<file path="config.mk">
export PLATFORM = sky130hd
export DESIGN_NAME = text_terminal_cursor_controller
export DESIGN_NICKNAME = d
export VERILOG_FILES = /design/src/rtl/core/ttcc_pkg.sv /design/src/rtl/core/ttcc_queue.sv /design/src/rtl/core/ttcc_front.sv /design/src/rtl/core/ttcc_back.sv /design/src/rtl/core/text_terminal_cursor_controller.sv
export SDC_FILE = /design/constraint.sdc
export NUM_CORES = 1
export LEC_CHECK = 0
export BUFFER_PORTS_ARGS = -buffer_cell sky130_fd_sc_hd__buf_2
export CAP_MARGIN = 20
export CELL_PAD_IN_SITES_DETAIL_PLACEMENT = 1
export CELL_PAD_IN_SITES_GLOBAL_PLACEMENT = 1
export CORE_UTILIZATION = 44
export CTS_CLUSTER_DIAMETER = 150
export DETAILED_ROUTE_END_ITERATION = 8
export PLACE_DENSITY_LB_ADDON = 0.05
export RECOVER_POWER = 25
export SYNTH_ARGS = -nofsm -noshare
export SYNTH_HDL_FRONTEND = slang
export SYNTH_SLANG_ARGS = --single-unit
</file>
<file path="constraint.sdc">
create_clock -name clock -period 2.71 [get_ports clock]
set_clock_uncertainty 0.2 [all_clocks]
set_input_delay 0.271 -clock clock [delete_from_list [all_inputs] [get_ports clock]]
set_output_delay 0.271 -clock clock [all_outputs]
set_load 0.01 [all_outputs]
</file>
<file path="src/rtl/core/ttcc_pkg.sv">
package ttcc_pkg;

   localparam int SCREEN_WIDTH_PIXELS_DEF = 768;
   localparam int SCREEN_HEIGHT_LINES_DEF = 896;
   localparam int CELL_SIZE               = 8;
   localparam int CELL_LOG                = 3;
   localparam int WORD_BITS               = 32;
   localparam int WORD_LOG                = 5;
   localparam int TAB_LOG                 = 3;
   localparam int QUEUE_DEPTH_DEF         = 2;

   localparam int CHAR_W   = 8;
   localparam int GLYPH_W  = 7;
   localparam int OFFSET_W = 15;
   localparam int SHIFT_W  = 5;
   localparam int OP_W     = 3;

   localparam logic [OP_W-1:0] OP_PRINT = 3'd0;
   localparam logic [OP_W-1:0] OP_TAB   = 3'd1;
   localparam logic [OP_W-1:0] OP_CR    = 3'd2;
   localparam logic [OP_W-1:0] OP_BS    = 3'd3;
   localparam logic [OP_W-1:0] OP_LF    = 3'd4;

   localparam logic [CHAR_W-1:0] CHAR_BS    = 8'h08;
   localparam logic [CHAR_W-1:0] CHAR_TAB   = 8'h09;
   localparam logic [CHAR_W-1:0] CHAR_LF    = 8'h0a;
   localparam logic [CHAR_W-1:0] CHAR_CR    = 8'h0d;
   localparam logic [CHAR_W-1:0] CHAR_FIRST = 8'h20;
   localparam logic [CHAR_W-1:0] CHAR_LAST  = 8'h7e;

   localparam logic CMD_RENDER = 1'b0;
   localparam logic CMD_SCROLL = 1'b1;

   typedef struct packed {
      logic [OP_W-1:0]    op;
      logic [GLYPH_W-1:0] glyph;
   } ttcc_cmd_type;

   typedef struct packed {
      logic                command;
      logic [OFFSET_W-1:0] word_offset;
      logic [SHIFT_W-1:0]  bit_shift;
      logic [GLYPH_W-1:0]  glyph_code;
   } ttcc_rsp_type;

endpackage

</file>
<file path="src/rtl/core/ttcc_queue.sv">
module ttcc_queue #(
   parameter type item_type = logic,
   parameter int  DEPTH     = ttcc_pkg::QUEUE_DEPTH_DEF
) (
   input  logic     clock,
   input  logic     reset,
   input  logic     wr_en,
   input  item_type wr_data,
   output logic     full,
   input  logic     rd_en,
   output item_type rd_data,
   output logic     empty
);
   localparam int PTR_W = (DEPTH > 1) ? $clog2(DEPTH) : 1;
   localparam int CNT_W = $clog2(DEPTH + 1);
   localparam logic [PTR_W-1:0] PTR_LAST = PTR_W'(DEPTH - 1);
   localparam logic [CNT_W-1:0] CNT_FULL = CNT_W'(DEPTH);

   item_type          mem_ff [DEPTH];
   logic [PTR_W-1:0]  wr_ptr_ff, wr_ptr_in;
   logic [PTR_W-1:0]  rd_ptr_ff, rd_ptr_in;
   logic [CNT_W-1:0]  count_ff, count_in;
   logic              do_wr, do_rd;

   assign full    = (count_ff == CNT_FULL);
   assign empty   = (count_ff == '0);
   assign do_wr   = wr_en && !full;
   assign do_rd   = rd_en && !empty;
   assign rd_data = mem_ff[rd_ptr_ff];

   always_comb begin
      wr_ptr_in = wr_ptr_ff;
      rd_ptr_in = rd_ptr_ff;
      count_in  = count_ff;
      if (do_wr) begin
         wr_ptr_in = (wr_ptr_ff == PTR_LAST) ? '0 : wr_ptr_ff + PTR_W'(1);
      end
      if (do_rd) begin
         rd_ptr_in = (rd_ptr_ff == PTR_LAST) ? '0 : rd_ptr_ff + PTR_W'(1);
      end
      if (do_wr && !do_rd) begin
         count_in = count_ff + CNT_W'(1);
      end else if (do_rd && !do_wr) begin
         count_in = count_ff - CNT_W'(1);
      end
   end

   always_ff @(posedge clock) begin
      if (reset) begin
         wr_ptr_ff <= '0;
         rd_ptr_ff <= '0;
         count_ff  <= '0;
      end else begin
         wr_ptr_ff <= wr_ptr_in;
         rd_ptr_ff <= rd_ptr_in;
         count_ff  <= count_in;
      end
   end

   always_ff @(posedge clock) begin
      if (do_wr) begin
         mem_ff[wr_ptr_ff] <= wr_data;
      end
   end

endmodule

</file>
<file path="src/rtl/core/ttcc_front.sv">
module ttcc_front (
   input  logic                       clock,
   input  logic                       reset,
   input  logic                       push,
   input  logic [7:0]                 char_code,
   output logic                       full,
   output logic                       q_wr_en,
   output ttcc_pkg::ttcc_cmd_type     q_wr_data,
   input  logic                       q_full
);
   import ttcc_pkg::*;

   logic         vld_ff, vld_in;
   ttcc_cmd_type cmd_ff, cmd_in;
   logic         keep;
   logic         accept;

   // classify
   always_comb begin
      keep      = 1'b1;
      cmd_in.op = OP_PRINT;
      cmd_in.glyph = char_code[GLYPH_W-1:0];
      case (char_code) inside
         [CHAR_FIRST:CHAR_LAST]: cmd_in.op = OP_PRINT;
         CHAR_TAB:               cmd_in.op = OP_TAB;
         CHAR_CR:                cmd_in.op = OP_CR;
         CHAR_BS:                cmd_in.op = OP_BS;
         CHAR_LF:                cmd_in.op = OP_LF;
         default:                keep = 1'b0;
      endcase
   end

   assign full      = vld_ff && q_full;
   assign accept    = push && !full;
   assign q_wr_en   = vld_ff && !q_full;
   assign q_wr_data = cmd_ff;

   always_comb begin
      vld_in = vld_ff;
      if (accept) begin
         vld_in = keep;
      end else if (q_wr_en) begin
         vld_in = 1'b0;
      end
   end

   always_ff @(posedge clock) begin
      if (reset) begin
         vld_ff <= 1'b0;
      end else begin
         vld_ff <= vld_in;
      end
   end

   always_ff @(posedge clock) begin
      if (accept) begin
         cmd_ff <= cmd_in;
      end
   end

endmodule

</file>
<file path="src/rtl/core/ttcc_back.sv">
module ttcc_back #(
   parameter int SCREEN_WIDTH_PIXELS = ttcc_pkg::SCREEN_WIDTH_PIXELS_DEF,
   parameter int SCREEN_HEIGHT_LINES = ttcc_pkg::SCREEN_HEIGHT_LINES_DEF
) (
   input  logic                   clock,
   input  logic                   reset,
   input  logic                   cmd_empty,
   input  ttcc_pkg::ttcc_cmd_type cmd_data,
   output logic                   cmd_pop,
   input  logic                   rsp_full,
   output logic                   rsp_push,
   output ttcc_pkg::ttcc_rsp_type rsp_data
);
   import ttcc_pkg::*;

   localparam int TEXT_COLS   = SCREEN_WIDTH_PIXELS / CELL_SIZE;
   localparam int TEXT_ROWS   = SCREEN_HEIGHT_LINES / CELL_SIZE;
   localparam int WPL         = SCREEN_WIDTH_PIXELS / WORD_BITS;
   localparam int LINE_STRIDE = CELL_SIZE * WPL;
   localparam int COL_W       = $clog2(TEXT_COLS + 1);
   localparam int ROW_W       = $clog2(TEXT_ROWS);
   localparam int PX_W        = COL_W + CELL_LOG;
   localparam int OFF_W       =
      $clog2((TEXT_ROWS - 1) * LINE_STRIDE + (TEXT_COLS * CELL_SIZE) / WORD_BITS + 1);
   localparam logic [COL_W-1:0] COL_EDGE = COL_W'(TEXT_COLS);
   localparam logic [ROW_W-1:0] ROW_LAST = ROW_W'(TEXT_ROWS - 1);

   logic [COL_W-1:0] col_ff, col_in;
   logic [ROW_W-1:0] row_ff, row_in;
   logic [PX_W-1:0]  px;
   logic [OFF_W-1:0] line_base;
   logic [OFF_W-1:0] word_off;
   logic [COL_W:0]   tab_stop;

   assign px        = {col_ff, {CELL_LOG{1'b0}}};
   assign line_base = OFF_W'(row_ff) * OFF_W'(LINE_STRIDE);
   assign word_off  = line_base + OFF_W'(px >> WORD_LOG);
   assign tab_stop  = {(COL_W + 1 - TAB_LOG)'(col_ff[COL_W-1:TAB_LOG])
                       + (COL_W + 1 - TAB_LOG)'(1), {(TAB_LOG - 1){1'b0}}, 1'b1};
   assign cmd_pop   = !cmd_empty && !rsp_full;

   always_comb begin
      col_in   = col_ff;
      row_in   = row_ff;
      rsp_push = 1'b0;
      rsp_data = '0;
      if (cmd_pop) begin
         case (cmd_data.op)
            OP_PRINT: begin
               if (col_ff < COL_EDGE) begin
                  rsp_push             = 1'b1;
                  rsp_data.command     = CMD_RENDER;
                  rsp_data.word_offset = OFFSET_W'(word_off);
                  rsp_data.bit_shift   = SHIFT_W'(px[WORD_LOG-1:0]);
                  rsp_data.glyph_code  = cmd_data.glyph;
                  col_in               = col_ff + COL_W'(1);
               end
            end
            OP_TAB: begin
               col_in = (tab_stop > (COL_W + 1)'(TEXT_COLS)) ? COL_EDGE
                                                             : tab_stop[COL_W-1:0];
            end
            OP_CR: begin
               col_in = '0;
            end
            OP_BS: begin
               if (col_ff != '0) begin
                  col_in = col_ff - COL_W'(1);
               end
            end
            OP_LF: begin
               if (row_ff >= ROW_LAST) begin
                  row_in           = ROW_LAST;
                  rsp_push         = 1'b1;
                  rsp_data.command = CMD_SCROLL;
               end else begin
                  row_in = row_ff + ROW_W'(1);
               end
            end
            default: begin
               col_in = col_ff;
            end
         endcase
      end
   end

   always_ff @(posedge clock) begin
      if (reset) begin
         col_ff <= '0;
         row_ff <= '0;
      end else begin
         col_ff <= col_in;
         row_ff <= row_in;
      end
   end

endmodule

</file>
<file path="src/rtl/core/text_terminal_cursor_controller.sv">
// Channel   Ports                                         Handshake
// input     req_char_code                                 push / full
// result    rsp_command rsp_word_offset rsp_bit_shift     empty / pop
//           rsp_glyph_code
//
// One character per cycle while full is low; the back end updates the cursor per pop.
// Results reach the rsp_ ports via the front register, command queue and result queue.
// Reset clears the cursor to column 0, row 0 and empties both queues.
// A stalled result side fills the result queue, then the command queue, then raises full.
// Characters other than printables, TAB, CR, BS and LF are dropped and take no slot.
module text_terminal_cursor_controller #(
   parameter int SCREEN_WIDTH_PIXELS = ttcc_pkg::SCREEN_WIDTH_PIXELS_DEF,
   parameter int SCREEN_HEIGHT_LINES = ttcc_pkg::SCREEN_HEIGHT_LINES_DEF,
   parameter int QUEUE_DEPTH         = ttcc_pkg::QUEUE_DEPTH_DEF
) (
   input  logic        clock,
   input  logic        reset,
   input  logic        push,
   input  logic [7:0]  req_char_code,
   output logic        full,
   output logic        empty,
   input  logic        pop,
   output logic        rsp_command,
   output logic [14:0] rsp_word_offset,
   output logic [4:0]  rsp_bit_shift,
   output logic [6:0]  rsp_glyph_code
);
   import ttcc_pkg::*;

   logic         cmd_wr_en, cmd_full, cmd_empty, cmd_pop;
   ttcc_cmd_type cmd_wr_data, cmd_rd_data;
   logic         out_wr_en, out_full;
   ttcc_rsp_type out_wr_data, out_rd_data;

   ttcc_front u_front (
      .clock     (clock),
      .reset     (reset),
      .push      (push),
      .char_code (req_char_code),
      .full      (full),
      .q_wr_en   (cmd_wr_en),
      .q_wr_data (cmd_wr_data),
      .q_full    (cmd_full)
   );

   ttcc_queue #(
      .item_type (ttcc_cmd_type),
      .DEPTH     (QUEUE_DEPTH)
   ) u_cmd_queue (
      .clock   (clock),
      .reset   (reset),
      .wr_en   (cmd_wr_en),
      .wr_data (cmd_wr_data),
      .full    (cmd_full),
      .rd_en   (cmd_pop),
      .rd_data (cmd_rd_data),
      .empty   (cmd_empty)
   );

   ttcc_back #(
      .SCREEN_WIDTH_PIXELS (SCREEN_WIDTH_PIXELS),
      .SCREEN_HEIGHT_LINES (SCREEN_HEIGHT_LINES)
   ) u_back (
      .clock     (clock),
      .reset     (reset),
      .cmd_empty (cmd_empty),
      .cmd_data  (cmd_rd_data),
      .cmd_pop   (cmd_pop),
      .rsp_full  (out_full),
      .rsp_push  (out_wr_en),
      .rsp_data  (out_wr_data)
   );

   ttcc_queue #(
      .item_type (ttcc_rsp_type),
      .DEPTH     (QUEUE_DEPTH)
   ) u_rsp_queue (
      .clock   (clock),
      .reset   (reset),
      .wr_en   (out_wr_en),
      .wr_data (out_wr_data),
      .full    (out_full),
      .rd_en   (pop),
      .rd_data (out_rd_data),
      .empty   (empty)
   );

   assign rsp_command     = out_rd_data.command;
   assign rsp_word_offset = out_rd_data.word_offset;
   assign rsp_bit_shift   = out_rd_data.bit_shift;
   assign rsp_glyph_code  = out_rd_data.glyph_code;

   a_no_push_when_full: assert property (@(posedge clock) disable iff (reset)
      !(out_wr_en && out_full))
      else $error("result pushed into a full queue");

   a_full_from_backlog: assert property (@(posedge clock) disable iff (reset)
      full |-> cmd_full)
      else $error("full raised with room in the command queue");

   a_scroll_clean: assert property (@(posedge clock) disable iff (reset)
      (!empty && rsp_command == CMD_SCROLL) |->
         (rsp_word_offset == '0 && rsp_bit_shift == '0 && rsp_glyph_code == '0))
      else $error("scroll item carries render fields");

   a_render_printable: assert property (@(posedge clock) disable iff (reset)
      (!empty && rsp_command == CMD_RENDER) |->
         (rsp_glyph_code >= 7'h20 && rsp_glyph_code <= 7'h7e))
      else $error("render item with a control glyph");

endmodule
</file>
==> impl_metrics.json <==
{
  "finalCoreUtilization_pct": 51.1,
  "port-buffer-count": 37,
  "whs_path_depth": 4,
  "areaGrowthSynthToFinish_pct": 13.3,
  "dieArea_um2": 11500,
  "min-delay-start": "req_char_code[7]",
  "slowest_stage": "edfxtp_1",
  "syn-mean-instance-area_um2": 12.7,
  "cts_root_buf": "clkbuf_8",
  "synth_edf_count": 78,
  "end_kind": "flop",
  "vias": 3121,
  "hold_class": "in2reg",
  "clock_latency_ns": 0.37,
  "reg2reg_slack_ns": 0.1,
  "met2_length_um": 4850,
  "synth_top_flop_cell": "edfxtp_1",
  "cts_buffer_depth": 2,
  "path_clk_slew_ns": 0.09,
  "drt_pass1_iterations": 4,
  "grt-ovfl-total": 0,
  "die_x_um": 107,
  "drv_cap": 0,
  "grt_pass1_wl_um": 15800,
  "yosysUniqueCellTypes": 61,
  "r2r_end": "u_back.col_ff[5]",
  "max_stage_delay_ns": 0.47,
  "worst-setup-path-type": "reg2reg",
  "fill_cells": 1155,
  "cts_setup_buffers": 0,
  "p_leak_nw": 2.07,
  "syn_inst": 384,
  "antenna_found_initial": 0,
  "num_io_pins": 42,
  "period_minus_slack_ns": 2.61,
  "grtUsageTotal_pct": 18.4,
  "r2r_cells": 9,
  "p_total_w": 0.00424,
  "die_y_um": 107,
  "yosys_warnings": 0,
  "start_util_pct": 45.1,
  "antenna_left": 0,
  "cts_tree": "built",
  "maxSlewViolCount": 0,
  "coreArea_um2": 10800,
  "h-tree-depth": 3,
  "critical_path_arrival_ns": 2.71,
  "cp_cell_sequence": "nand2_1, o31ai_2, buf_4, ha_1, a211oi_1, o21ai_0, and3_1, o311a_1, nor3_2",
  "cts.sinks": 103,
  "setup_viol": 0,
  "worstMarginPinSlew_ns": 0.694,
  "cp_max_fo": 6,
  "wl_met1_um": 4580,
  "synth-seq-cells": 103,
  "viasPerCell": 5.36,
  "drive_gt1_share_pct": 21.3,
  "dp_hpwl_um": 7050,
  "avgRoutedWirePerCell_um": 17.0,
  "top_layer_used": "met4",
  "yosysSeqAreaShare_pct": 58.4,
  "r2r-start": "u_cmd_queue.mem_ff[0][8]",
  "holdPathEnd": "u_front.vld_ff",
  "crit_buf_inv": 1,
  "drc_errors": 0,
  "max-slew-margin-rel_pct": 53.7,
  "ir_drop_mv": 0.343,
  "cp_data_required_time_ns": 2.81,
  "ys_async_sr_fraction_pct": 0,
  "worst_setup_path_start_kind": "flop",
  "final_hold_viol_count": 0,
  "wl_met3_um": 302,
  "cts_made_buffers": 9,
  "cpLargestDelayFamily": "compound AO/OA/AOI/OAI gates",
  "antenna_cells": 0,
  "powerDensity_nw_per_um2": 769,
  "min_period_over_period_pct": 96.4,
  "num-nets-final": 468,
  "grt_max_degree": 25,
  "drt_wl_total_um": 9880,
  "worst_hold_slack_ns": 0.125,
  "first_iter_violations": 93,
  "syn_area_um2": 4870,
  "timing.fmax_mhz": 383,
  "grt_pass1_vias": 3092,
  "outcome": "finished clean",
  "fin_tns_setup_ns": 0,
  "gp_congestion": 0.784,
  "num_rows": 38
}
==> registers in the layout, summed over array words and instances (netlist names), named ones only <==
name                   cells
u_cmd_queue.count_ff       2
u_front.q_wr_data         10
u_rsp_queue.count_ff       2
u_back.row_ff              7
u_rsp_queue.wr_ptr_ff      1
u_cmd_queue.wr_ptr_ff      1
u_rsp_queue.mem_ff        48
u_rsp_queue.rd_ptr_ff      1
u_cmd_queue.mem_ff        20
u_front.vld_ff             1
u_cmd_queue.rd_ptr_ff      1
u_back.col_ff              7
==> final cells by class <==
type / count / area [um^2] / share of cell area (%)
flip-flops and latches: 103 / 2840 / 51.5
multi-input cells: 259 / 1900 / 34.4
repair buffers: 55 / 352 / 6.37
well taps: 140 / 175 / 3.18
clock buffers: 12 / 135 / 2.45
clock inverters: 4 / 77.6 / 1.41
inverters: 9 / 33.8 / 0.613
==> worst max-delay path by stage <==
stage | from | end | cells past startpoint
floorplan | flop | u_back.col_ff[5] | 9
global placement | u_back.row_ff[0] | u_rsp_queue.count_ff[1] | 7
detailed placement | u_back.row_ff[0] | u_rsp_queue.count_ff[1] | 7
CTS | u_back.row_ff[4] | u_rsp_queue.count_ff[1] | 8
global route | u_cmd_queue.mem_ff[0][8] | u_back.col_ff[5] | 9
finish | u_cmd_queue.mem_ff[0][8] | u_back.col_ff[5] | 9
==> report_power, final <==
part	switching, W	internal, W	total (W)
sequential	0.000168	0.00185	0.00201
clock	0.000504	0.000527	0.00103
combinational	0.000674	0.000524	0.00120
total	0.00135	0.00290	0.00424
==> cells in the mapped netlist (5+ instances only) <==
library cell | count | area share, %
xor2_1 | 10 | 1.8
inv_1 | 9 | 0.69
nor3_1 | 11 | 1.1
ha_1 | 17 | 4.4
xnor2_1 | 7 | 1.3
dfxtp_1 | 25 | 10
mux2i_1 | 8 | 1.6
nor2_1 | 44 | 3.4
and3_1 | 15 | 1.9
and2_1 | 5 | 0.64
o21ai_0 | 12 | 1.2
edfxtp_1 | 78 | 48
a21oi_1 | 21 | 2.2
nand2_1 | 12 | 0.93
mux2_2 | 25 | 5.8
clkbuf_1 | 5 | 0.39
nand3_1 | 7 | 0.72
o31ai_1 | 5 | 0.77
buf_6 | 5 | 1.2
==> routing by layer <==
layer | vias up | track usage [%]
met5 | - | 0
met4 | 0 | 6.65
met3 | 11 | 4.19
met2 | 52 | 30.7
met1 | 1527 | 23.3
li1 | 1531 | -
==> cells by family (layout without fill, tap and decap cells) <==
logic type	count (synthesis)	count (layout)	synth area share, %
AND/OR/NAND/NOR	119	119	13.2
flip-flops	103	103	58.4
AO/OA/AOI/OAI	67	67	9.62
multiplexers	33	33	7.43
buffers and inverters	25	80	3.06
adder cells (fa/ha/maj)	19	19	5.19
XOR/XNOR	17	17	3.06
other	1	4	0.0770
==> through the flow <==
step                      instance area [um^2]  worst slack [ns]  instances
final                                     5520            0.0980        582
after global routing                      5520           -0.0335        582
after CTS                                 5520             0.131        582
after detailed placement                  5230             0.142        558
after global placement                    5230             0.220        558
after floorplan                           4890            0.0454        387
==> cells in the final DEF (no fill, tap or decap), types with 9 or more instances in the layout <==
cell	instances
nand2_1	12
xor2_1	10
dfxtp_1	25
nor3_1	11
mux2_2	25
edfxtp_1	78
clkbuf_8	9
and3_1	15
buf_2	29
nor2_1	44
o21ai_0	12
a21oi_1	21
ha_1	17
clkbuf_1	12
inv_1	9
==> worst min-delay path, delay by kind of cell <==
kind,cells,cell delay (ns)
buffers and inverters,1,0.10
AO/OA/AOI/OAI,2,0.22
AND/OR/NAND/NOR,1,0.05
==> timing repair <==
| item | CTS | global route |
|---|---|---|
| gates resized for setup | 0 | 1 |
| endpoints found under the setup margin | 0 | 2 |
| hold endpoints to repair | 8 | 0 |
| hold buffers | 8 | 0 |
Note: power is estimated with default switching activity, not from simulation.
